===== src/sv/cnsp_pkg.sv =====
// Package for the newc cpio stream parser: phase encoding, result kinds,
// error codes and the small character tables. No dependencies.

package cnsp_pkg;

    typedef enum logic [3:0] {
        PH_MAGIC = 4'd0,
        PH_HEX   = 4'd1,
        PH_NAME  = 4'd2,
        PH_NUL   = 4'd3,
        PH_PAD1  = 4'd4,
        PH_DATA  = 4'd5,
        PH_PAD2  = 4'd6,
        PH_DONE  = 4'd7,
        PH_ERROR = 4'd8
    } t_phase;

    // result kinds
    localparam logic [2:0] K_HEADER  = 3'd0;
    localparam logic [2:0] K_NAME    = 3'd1;
    localparam logic [2:0] K_START   = 3'd2;
    localparam logic [2:0] K_TRAILER = 3'd3;
    localparam logic [2:0] K_PAD     = 3'd4;
    localparam logic [2:0] K_DATA    = 3'd5;
    localparam logic [2:0] K_ERROR   = 3'd6;
    localparam logic [2:0] K_IGNORED = 3'd7;

    // error codes
    localparam logic [3:0] E_NONE    = 4'd0;
    localparam logic [3:0] E_MAGIC   = 4'd1;
    localparam logic [3:0] E_HEXDIG  = 4'd2;
    localparam logic [3:0] E_HEXNUM  = 4'd3;
    localparam logic [3:0] E_NAMELEN = 4'd4;
    localparam logic [3:0] E_ZERO    = 4'd5;
    localparam logic [3:0] E_SPACE   = 4'd6;
    localparam logic [3:0] E_UNPRINT = 4'd7;
    localparam logic [3:0] E_NOTERM  = 4'd8;

    localparam int MAGIC_LEN   = 6;
    localparam int TRAILER_LEN = 10;
    localparam int HEX_FIELDS  = 13;
    localparam int HEX_DIGITS  = 8;
    localparam int SIZE_FIELD  = 6;
    localparam int NAME_FIELD  = 11;

    // expected magic character at a position ("070701")
    function automatic logic [7:0] magic_char(input logic [2:0] idx);
        logic [7:0] ch;
        case (idx)
            3'd1:    ch = "7";
            3'd3:    ch = "7";
            3'd5:    ch = "1";
            default: ch = "0";
        endcase
        return ch;
    endfunction

    // expected trailer name character at a position ("TRAILER!!!")
    function automatic logic [7:0] trailer_char(input logic [3:0] idx);
        logic [7:0] ch;
        case (idx)
            4'd0:    ch = "T";
            4'd1:    ch = "R";
            4'd2:    ch = "A";
            4'd3:    ch = "I";
            4'd4:    ch = "L";
            4'd5:    ch = "E";
            4'd6:    ch = "R";
            default: ch = "!";
        endcase
        return ch;
    endfunction

    // {ok, value} of an ASCII hex digit
    function automatic logic [4:0] hex_value(input logic [7:0] c);
        logic [4:0] r;
        r = 5'd0;
        if (c >= "0" && c <= "9") begin
            r = {1'b1, 4'(c - "0")};
        end else if (c >= "a" && c <= "f") begin
            r = {1'b1, 4'(c - "a" + 8'd10)};
        end else if (c >= "A" && c <= "F") begin
            r = {1'b1, 4'(c - "A" + 8'd10)};
        end
        return r;
    endfunction

endpackage


===== src/sv/cpio_newc_stream_parser_unit.sv =====
// Top level of the newc cpio stream parser: one archive byte in, one
// classified result out. Depends on cnsp_pkg.

//  channel | direction | handshake           | payload
//  --------+-----------+---------------------+-------------------------------------------
//  input   | in        | i_valid / o_stall   | i_stream_byte
//  result  | out       | o_valid / i_stall   | o_kind, o_byte_out, o_member_length,
//          |           |                     | o_error_code, o_last_data
//
//  Each accepted byte is decoded in the cycle it arrives and its result lands
//  in the output register on the same edge.
//  A byte is taken in every cycle while the output register is empty or being
//  drained, so the sustained rate is one byte per clock.
//  o_stall rises only when a result sits in the output register and the
//  downstream side stalls it.
//  Synchronous active-low reset returns the parser to the magic phase with
//  all counters cleared and the error latch empty.

module cpio_newc_stream_parser_unit
    import cnsp_pkg::*;
(
    input  logic        i_clk,
    input  logic        i_rst_n,
    input  logic        i_valid,
    output logic        o_stall,
    input  logic [7:0]  i_stream_byte,
    output logic        o_valid,
    input  logic        i_stall,
    output logic [2:0]  o_kind,
    output logic [7:0]  o_byte_out,
    output logic [31:0] o_member_length,
    output logic [3:0]  o_error_code,
    output logic        o_last_data
);

    // parser state
    t_phase      r_phase,         n_phase;
    logic [3:0]  r_field_index,   n_field_index;
    logic [2:0]  r_digit_index,   n_digit_index;
    logic        r_leading,       n_leading;
    logic [31:0] r_field_value,   n_field_value;
    logic [31:0] r_member_size,   n_member_size;
    logic [31:0] r_name_left,     n_name_left;
    logic [31:0] r_data_left,     n_data_left;
    logic [1:0]  r_offset_low,    n_offset_low;
    logic        r_trailer_match, n_trailer_match;
    logic [3:0]  r_name_position, n_name_position;
    logic [3:0]  r_err,           n_err;

    // result register
    logic        r_valid;
    logic [2:0]  r_kind,          n_kind;
    logic [7:0]  r_byte_out,      n_byte_out;
    logic [31:0] r_member_length, n_member_length;
    logic [3:0]  r_error_code,    n_error_code;
    logic        r_last_data,     n_last_data;

    // decode of the current byte
    logic [7:0]  w_c;
    logic        w_accept;
    logic        w_space;
    logic [4:0]  w_hex;
    logic [31:0] w_shifted;
    logic        w_digit_last;
    logic        w_field_done;
    logic        w_hdr_done;
    logic        w_is_trailer;
    logic        w_data_last;
    logic        w_err_hit;
    logic [3:0]  w_err_code;

    assign w_c      = i_stream_byte;
    // take a byte unless a stalled result still occupies the output register
    assign o_stall  = r_valid && i_stall;
    assign w_accept = i_valid && !o_stall;

    // ---------------------------------------------------------------
    // Byte classification and error detection for the current phase
    // ---------------------------------------------------------------
    always_comb begin
        w_space      = (w_c == 8'h20);
        w_hex        = hex_value(w_c);
        // a leading space counts as a zero digit
        w_shifted    = {r_field_value[27:0], (w_space ? 4'd0 : w_hex[3:0])};
        w_digit_last = (r_digit_index == 3'(HEX_DIGITS - 1));
        w_field_done = w_digit_last && !(w_space && r_leading);
        w_is_trailer = r_trailer_match && (r_name_position == 4'(TRAILER_LEN));
        w_data_last  = (r_data_left == 32'd1);
        w_hdr_done   = 1'b0;
        w_err_hit    = 1'b0;
        w_err_code   = E_NONE;
        case (r_phase)
            PH_MAGIC: begin
                if (w_c != magic_char(r_field_index[2:0])) begin
                    w_err_hit  = 1'b1;
                    w_err_code = E_MAGIC;
                end
            end
            PH_HEX: begin
                if (w_space && !r_leading) begin
                    w_err_hit  = 1'b1;
                    w_err_code = E_HEXNUM;
                end else if (!w_space && !w_hex[4]) begin
                    w_err_hit  = 1'b1;
                    w_err_code = E_HEXDIG;
                end else if (w_digit_last && w_space && r_leading) begin
                    // field made only of spaces
                    w_err_hit  = 1'b1;
                    w_err_code = E_HEXNUM;
                end else if (w_field_done && r_field_index == 4'(HEX_FIELDS - 1)
                             && r_name_left < 32'd2) begin
                    w_err_hit  = 1'b1;
                    w_err_code = E_NAMELEN;
                end
            end
            PH_NAME: begin
                if (w_c == 8'h00) begin
                    w_err_hit  = 1'b1;
                    w_err_code = E_ZERO;
                end else if ((w_c >= 8'h09 && w_c <= 8'h0D) || w_space) begin
                    w_err_hit  = 1'b1;
                    w_err_code = E_SPACE;
                end else if (w_c < 8'h20 || w_c > 8'h7E) begin
                    w_err_hit  = 1'b1;
                    w_err_code = E_UNPRINT;
                end
            end
            PH_NUL: begin
                if (w_c != 8'h00) begin
                    w_err_hit  = 1'b1;
                    w_err_code = E_NOTERM;
                end else begin
                    w_hdr_done = (n_offset_low == 2'd0);
                end
            end
            PH_PAD1: begin
                w_hdr_done = (n_offset_low == 2'd0);
            end
            default: begin
            end
        endcase
    end

    assign n_offset_low = r_offset_low + 2'd1;

    // ---------------------------------------------------------------
    // Next state
    // ---------------------------------------------------------------
    always_comb begin
        n_phase         = r_phase;
        n_field_index   = r_field_index;
        n_digit_index   = r_digit_index;
        n_leading       = r_leading;
        n_field_value   = r_field_value;
        n_member_size   = r_member_size;
        n_name_left     = r_name_left;
        n_data_left     = r_data_left;
        n_trailer_match = r_trailer_match;
        n_name_position = r_name_position;
        n_err           = r_err;
        if (w_err_hit) begin
            // latch the first error and stay there
            n_phase = PH_ERROR;
            n_err   = w_err_code;
        end else begin
            case (r_phase)
                PH_MAGIC: begin
                    n_field_index = r_field_index + 4'd1;
                    if (r_field_index == 4'(MAGIC_LEN - 1)) begin
                        n_phase       = PH_HEX;
                        n_field_index = 4'd0;
                        n_digit_index = 3'd0;
                        n_leading     = 1'b1;
                        n_field_value = 32'd0;
                    end
                end
                PH_HEX: begin
                    n_field_value = w_shifted;
                    n_digit_index = r_digit_index + 3'd1;
                    if (!w_space) begin
                        n_leading = 1'b0;
                    end
                    if (w_field_done) begin
                        if (r_field_index == 4'(SIZE_FIELD)) begin
                            n_member_size = w_shifted;
                        end
                        if (r_field_index == 4'(NAME_FIELD)) begin
                            n_name_left = w_shifted;
                        end
                        n_digit_index = 3'd0;
                        n_leading     = 1'b1;
                        n_field_value = 32'd0;
                        n_field_index = r_field_index + 4'd1;
                        if (r_field_index == 4'(HEX_FIELDS - 1)) begin
                            // name length counts the NUL; hold only the characters
                            n_name_left     = r_name_left - 32'd1;
                            n_trailer_match = 1'b1;
                            n_name_position = 4'd0;
                            n_phase         = PH_NAME;
                        end
                    end
                end
                PH_NAME: begin
                    if (r_name_position >= 4'(TRAILER_LEN)
                        || w_c != trailer_char(r_name_position)) begin
                        n_trailer_match = 1'b0;
                    end
                    if (r_name_position <= 4'(TRAILER_LEN)) begin
                        n_name_position = r_name_position + 4'd1;
                    end
                    n_name_left = r_name_left - 32'd1;
                    if (r_name_left == 32'd1) begin
                        n_phase = PH_NUL;
                    end
                end
                PH_NUL, PH_PAD1: begin
                    if (w_hdr_done) begin
                        if (w_is_trailer) begin
                            n_phase = PH_DONE;
                        end else begin
                            n_data_left = r_member_size;
                            if (r_member_size != 32'd0) begin
                                n_phase = PH_DATA;
                            end else begin
                                n_phase       = PH_MAGIC;
                                n_field_index = 4'd0;
                            end
                        end
                    end else begin
                        n_phase = PH_PAD1;
                    end
                end
                PH_DATA: begin
                    n_data_left = r_data_left - 32'd1;
                    if (w_data_last) begin
                        if (n_offset_low == 2'd0) begin
                            n_phase       = PH_MAGIC;
                            n_field_index = 4'd0;
                        end else begin
                            n_phase = PH_PAD2;
                        end
                    end
                end
                PH_PAD2: begin
                    if (n_offset_low == 2'd0) begin
                        n_phase       = PH_MAGIC;
                        n_field_index = 4'd0;
                    end
                end
                PH_DONE: begin
                end
                default: begin
                    n_phase = PH_ERROR;
                end
            endcase
        end
    end

    // ---------------------------------------------------------------
    // Result fields
    // ---------------------------------------------------------------
    always_comb begin
        n_kind          = K_HEADER;
        n_byte_out      = 8'd0;
        n_member_length = 32'd0;
        n_error_code    = E_NONE;
        n_last_data     = 1'b0;
        if (w_err_hit) begin
            n_kind       = K_ERROR;
            n_error_code = w_err_code;
        end else begin
            case (r_phase)
                PH_NAME: begin
                    n_kind     = K_NAME;
                    n_byte_out = w_c;
                end
                PH_NUL, PH_PAD1: begin
                    if (w_hdr_done) begin
                        if (w_is_trailer) begin
                            n_kind = K_TRAILER;
                        end else begin
                            n_kind          = K_START;
                            n_member_length = r_member_size;
                        end
                    end else if (r_phase == PH_PAD1) begin
                        n_kind = K_PAD;
                    end
                end
                PH_DATA: begin
                    n_kind      = K_DATA;
                    n_byte_out  = w_c;
                    n_last_data = w_data_last;
                end
                PH_PAD2: begin
                    n_kind = K_PAD;
                end
                PH_DONE: begin
                    n_kind = K_IGNORED;
                end
                PH_ERROR: begin
                    n_kind       = K_ERROR;
                    n_error_code = r_err;
                end
                default: begin
                    n_kind = K_HEADER;
                end
            endcase
        end
    end

    // ---------------------------------------------------------------
    // Registers: state advances only on an accepted transfer
    // ---------------------------------------------------------------
    always_ff @(posedge i_clk) begin
        if (!i_rst_n) begin
            r_phase         <= PH_MAGIC;
            r_field_index   <= 4'd0;
            r_digit_index   <= 3'd0;
            r_leading       <= 1'b1;
            r_field_value   <= 32'd0;
            r_member_size   <= 32'd0;
            r_name_left     <= 32'd0;
            r_data_left     <= 32'd0;
            r_offset_low    <= 2'd0;
            r_trailer_match <= 1'b1;
            r_name_position <= 4'd0;
            r_err           <= E_NONE;
            r_valid         <= 1'b0;
        end else begin
            if (w_accept) begin
                r_phase         <= n_phase;
                r_field_index   <= n_field_index;
                r_digit_index   <= n_digit_index;
                r_leading       <= n_leading;
                r_field_value   <= n_field_value;
                r_member_size   <= n_member_size;
                r_name_left     <= n_name_left;
                r_data_left     <= n_data_left;
                r_offset_low    <= n_offset_low;
                r_trailer_match <= n_trailer_match;
                r_name_position <= n_name_position;
                r_err           <= n_err;
                r_valid         <= 1'b1;
            end else if (!i_stall) begin
                // result taken, nothing new to hold
                r_valid <= 1'b0;
            end
        end
    end

    // payload of the result register; holds while stalled
    always_ff @(posedge i_clk) begin
        if (w_accept) begin
            r_kind          <= n_kind;
            r_byte_out      <= n_byte_out;
            r_member_length <= n_member_length;
            r_error_code    <= n_error_code;
            r_last_data     <= n_last_data;
        end
    end

    assign o_valid         = r_valid;
    assign o_kind          = r_kind;
    assign o_byte_out      = r_byte_out;
    assign o_member_length = r_member_length;
    assign o_error_code    = r_error_code;
    assign o_last_data     = r_last_data;

endmodule


===== config.mk =====
export PLATFORM = sky130hd
export DESIGN_NAME = cpio_newc_stream_parser_unit
export DESIGN_NICKNAME = d
export VERILOG_FILES = /design/src/sv/cnsp_pkg.sv /design/src/sv/cpio_newc_stream_parser_unit.sv
export SDC_FILE = /design/constraint.sdc
export NUM_CORES = 1
export LEC_CHECK = 0
export BUFFER_PORTS_ARGS = -buffer_cell sky130_fd_sc_hd__clkbuf_2
export CORE_MARGIN = 4
export CORE_UTILIZATION = 63
export CTS_BUF_LIST = sky130_fd_sc_hd__clkbuf_4 sky130_fd_sc_hd__clkbuf_8 sky130_fd_sc_hd__clkbuf_16
export DETAILED_ROUTE_END_ITERATION = 10
export PLACE_DENSITY = 0.82
export SETUP_SLACK_MARGIN = 0.05
export SLEW_MARGIN = 40
export SYNTH_ARGS = -nofsm -noshare
export SYNTH_HDL_FRONTEND = slang
export SYNTH_SLANG_ARGS = --single-unit
export TNS_END_PERCENT = 5

===== constraint.sdc =====
create_clock -name i_clk -period 6.1 [get_ports i_clk]
set_input_delay 0.61 -clock i_clk [delete_from_list [all_inputs] [get_ports i_clk]]
set_output_delay 0.61 -clock i_clk [all_outputs]
set_load 0.02 [all_outputs]

==> results.md <==
* HPWL after detailed placement at 17700 um
* Fmax at 0.276 GHz
* PortBufs at 61
* Seq cells post-synth at 196
* Rows at 46
* Slew HR at 0.436
* R2R setup slack at 2.48 ns
* CP arrival at 3.95 ns
* CP Launch Type: flop
* Fill count at 1280
* Vias per cell at 6.42
* Area growth, synth to finish at 9.57%
* Reg-to-Reg Start: r_field_index[0]
* Vias in the first global route at 8491
* Fin crit share at 0.594
* Yosys warns at 0
* Worst VDD drop at 0.187 mV
* Worst Path Max Fanout at 14
* Prevailing post-synth register cell: dfxtp_1
* TritonCTS Buffers at 17
* CTS H-Tree Depth at 4
* Initial DRC Count at 1008
* Final Max Tran Viols at 0
* Tot GR Track Use at 0.285
* Post-CTS setup buffers at 0
* Min-delay src: i_valid
* Clk pin slew, worst setup/hold paths at 0.07 ns
* Final Hold Fails at 0
* CP Capture Type: flop
* Status: finished, final reports clean
* TritonRoute pass-1 iters at 5
* R2R Path End: r_field_index[1]
* Unrepaired setup endpoints after global routing: no
* DRC at 0
* Avg Synthesized Cell Area at 8.17 um^2
* Initial Util at 0.643
* Sw Pwr at 620 uW
* PwrDens at 233 nW/um^2
* Gate power share at 0.056
* Synth Cell Area at 10200 um^2
* Net Sw Frac at 0.238
* Largest net degree at the start of global routing at 99
* Max-cap violation count at 0
* Power share of the clock group at 0.421
* Core ar. at 15800 um^2
* Synth area leaders: dfxtp_1 (29%), edfxtp_1 (14%), nand2_1 (7.2%), a21oi_1 (6.0%), o21ai_0 (3.7%)
* Total negative slack at 0 ns
* CTS resizes at 0
* EDFF count, synth at 48
* Die Wd at 135 um
* GPL Wtd Cong at 0.931
* Critical path type: reg2reg
* Root buffer cell: clkbuf_16
* Clk buf depth at 2
* Yosys top cell area share at 0.291
* Final Setup Violations at 0
* Post-place setup slack at 2.37 ns
* Initial antenna violation count at 0
* CTS tree: done
* Fraction of layout instances using a drive strength above 1 at 0.118
* Cell taking the most area after synthesis: dfxtp_1
* Diode count at 0
* Worst-margin pin slew at 0.838 ns
* Syn_nets at 1276
* Register area share after synthesis at 0.433
* Worst-Skew Late Latency at 0.44 ns
* CP Data Required Time at 6.42 ns
* Drt total wl at 26000 um
* Flop pwr share at 0.524
* First-pass GRT wire length at 42600 um
* Die height at 135 um
* Hold buffers post-CTS at 0
* Fin crit period at 3.62 ns
* Asr flop ratio synth at 0
* Via count at 9479
* I/O pins at 62
* DIE AREA at 18200 um^2
* Grt ovf at 0
* Final worst slack at 2.48 ns
* Internal at 1.98 mW
* Commonest non-fill, non-tap cell in the layout: nand2_1
* Post-synth cell types at 77
* Hold Crit Class: in2reg
* Clk sink count at 196
* Min-Delay Path Depth at 2
* # nets final at 1279
* Routed Antenna Nets at 0
* P_leak at 4.08 nW
* Synth Instances at 1245
* Hold Path End: o_valid
* Commonest non-fill, non-tap cells in the layout: nand2_1 (196), dfxtp_1 (148), a21oi_1 (122)
* Wire per inst at 17.6 um
* Worst Reg-to-Reg Cells at 8
* Layout Skew at 0.00857 ns
[power by group through the flow]
stage          clock, mW  sequential (mW)  combinational (mW)
3_3_place_gp           0             1.39               0.141
2_1_floorplan          0             1.41              0.0805
6_report            1.09             1.36               0.145
5_1_grt             1.16             1.36               0.157
3_5_place_dp           0             1.39               0.143
4_1_cts             1.10             1.36               0.144
[state kept, by name, indices dropped and copies added, names as in the netlist]
register and flops:
o_member_length 32, r_data_left 32, r_member_size 32, r_name_left 32
r_field_value 28, o_byte_out 8, o_error_code 4, r_err 4
r_field_index 4, r_name_position 4, r_phase 4, o_kind 3
r_digit_index 3, r_offset_low 2, o_last_data 1, o_valid 1
r_leading 1, r_trailer_match 1
[worst max-delay path by stage]
stage               slack (ns)              from  cells past startpoint                end
finish                    2.48  r_field_index[0]                      8   r_field_index[1]
detailed placement        2.37  i_stream_byte[1]                     10   r_field_index[1]
global placement          2.32  i_stream_byte[1]                     10  r_member_size[13]
global route              2.33  r_field_index[2]                      8   r_field_index[1]
floorplan                 2.85           i_stall                      7     r_name_left[0]
CTS                       2.53  r_field_index[0]                      8   r_field_index[1]
[per-stage QoR]
stage / total power, mW / utilization / instance area (um^2) / hold slack (ns) / instances
floorplan: 1.49 / - / 10200 / 0.428 / 1245
global placement: 1.53 / 0.665 / 10500 / 0.446 / 1445
detailed placement: 1.53 / 0.666 / 10500 / 0.461 / 1445
CTS: 2.60 / 0.703 / 11100 / 0.398 / 1477
global route: 2.68 / 0.704 / 11100 / 0.401 / 1477
finish: 2.60 / 0.704 / 11100 / 0.406 / 1477
[cell usage after synthesis, drive strengths merged, types with 4 or more instances]
master  number
a211oi       4
a21o         9
a21oi      122
a22oi        8
a31oi       20
and2        44
and3        10
buf         11
clkbuf      79
dfxtp      148
edfxtp      48
ha          19
inv         22
mux2i       10
nand2      197
nand2b       6
nand3       56
nand3b       6
nand4       14
nor2        97
nor2b       10
nor3        34
nor3b        7
nor4        29
nor4b        8
o211ai      11
o21ai       77
o221a       12
o22ai        9
o31ai       18
o32ai       11
or3         15
or4          9
xnor2        6
[cell type report]
class / count / area [um^2] / share of cell area
timing repair buffer: 74 / 407 / 0.0365
clock inverter: 13 / 119 / 0.0107
clock buffer: 19 / 453 / 0.0406
sequential: 196 / 4400 / 0.395
inverter: 22 / 82.6 / 0.00741
multi-input combinational: 937 / 5410 / 0.486
tap: 216 / 270 / 0.0242
[cells by family after synthesis]
kind of cell | Yosys count | synth area share
AOI/OAI and AO/OA | 341 | 0.213
xor gates and xnor gates | 7 | 0.00602
adders and majority gates | 19 | 0.0234
buffers and inverters | 112 | 0.0418
DFF | 196 | 0.433
muxes | 11 | 0.0109
and+or+nand+nor | 559 | 0.272
[worst max-delay path, stage by stage, from the launching register on]
cell	delay, ns
dfxtp_1	0.36
ha_1	0.23
ha_1	0.21
or4_1	0.48
a2111o_1	0.45
a211oi_4	0.62
nand2_2	0.27
or4_1	0.71
mux2i_1	0.17
[per-layer routing]
metal / vias up / share of wire / global-route usage
met1: 4431 / 0.42 / 0.386
met5: - / 0 / 0
met4: 0 / 0.033 / 0.105
met2: 415 / 0.47 / 0.452
li1: 4549 / - / -
met3: 84 / 0.073 / 0.0600
Power figures use the tool's default switching activity.
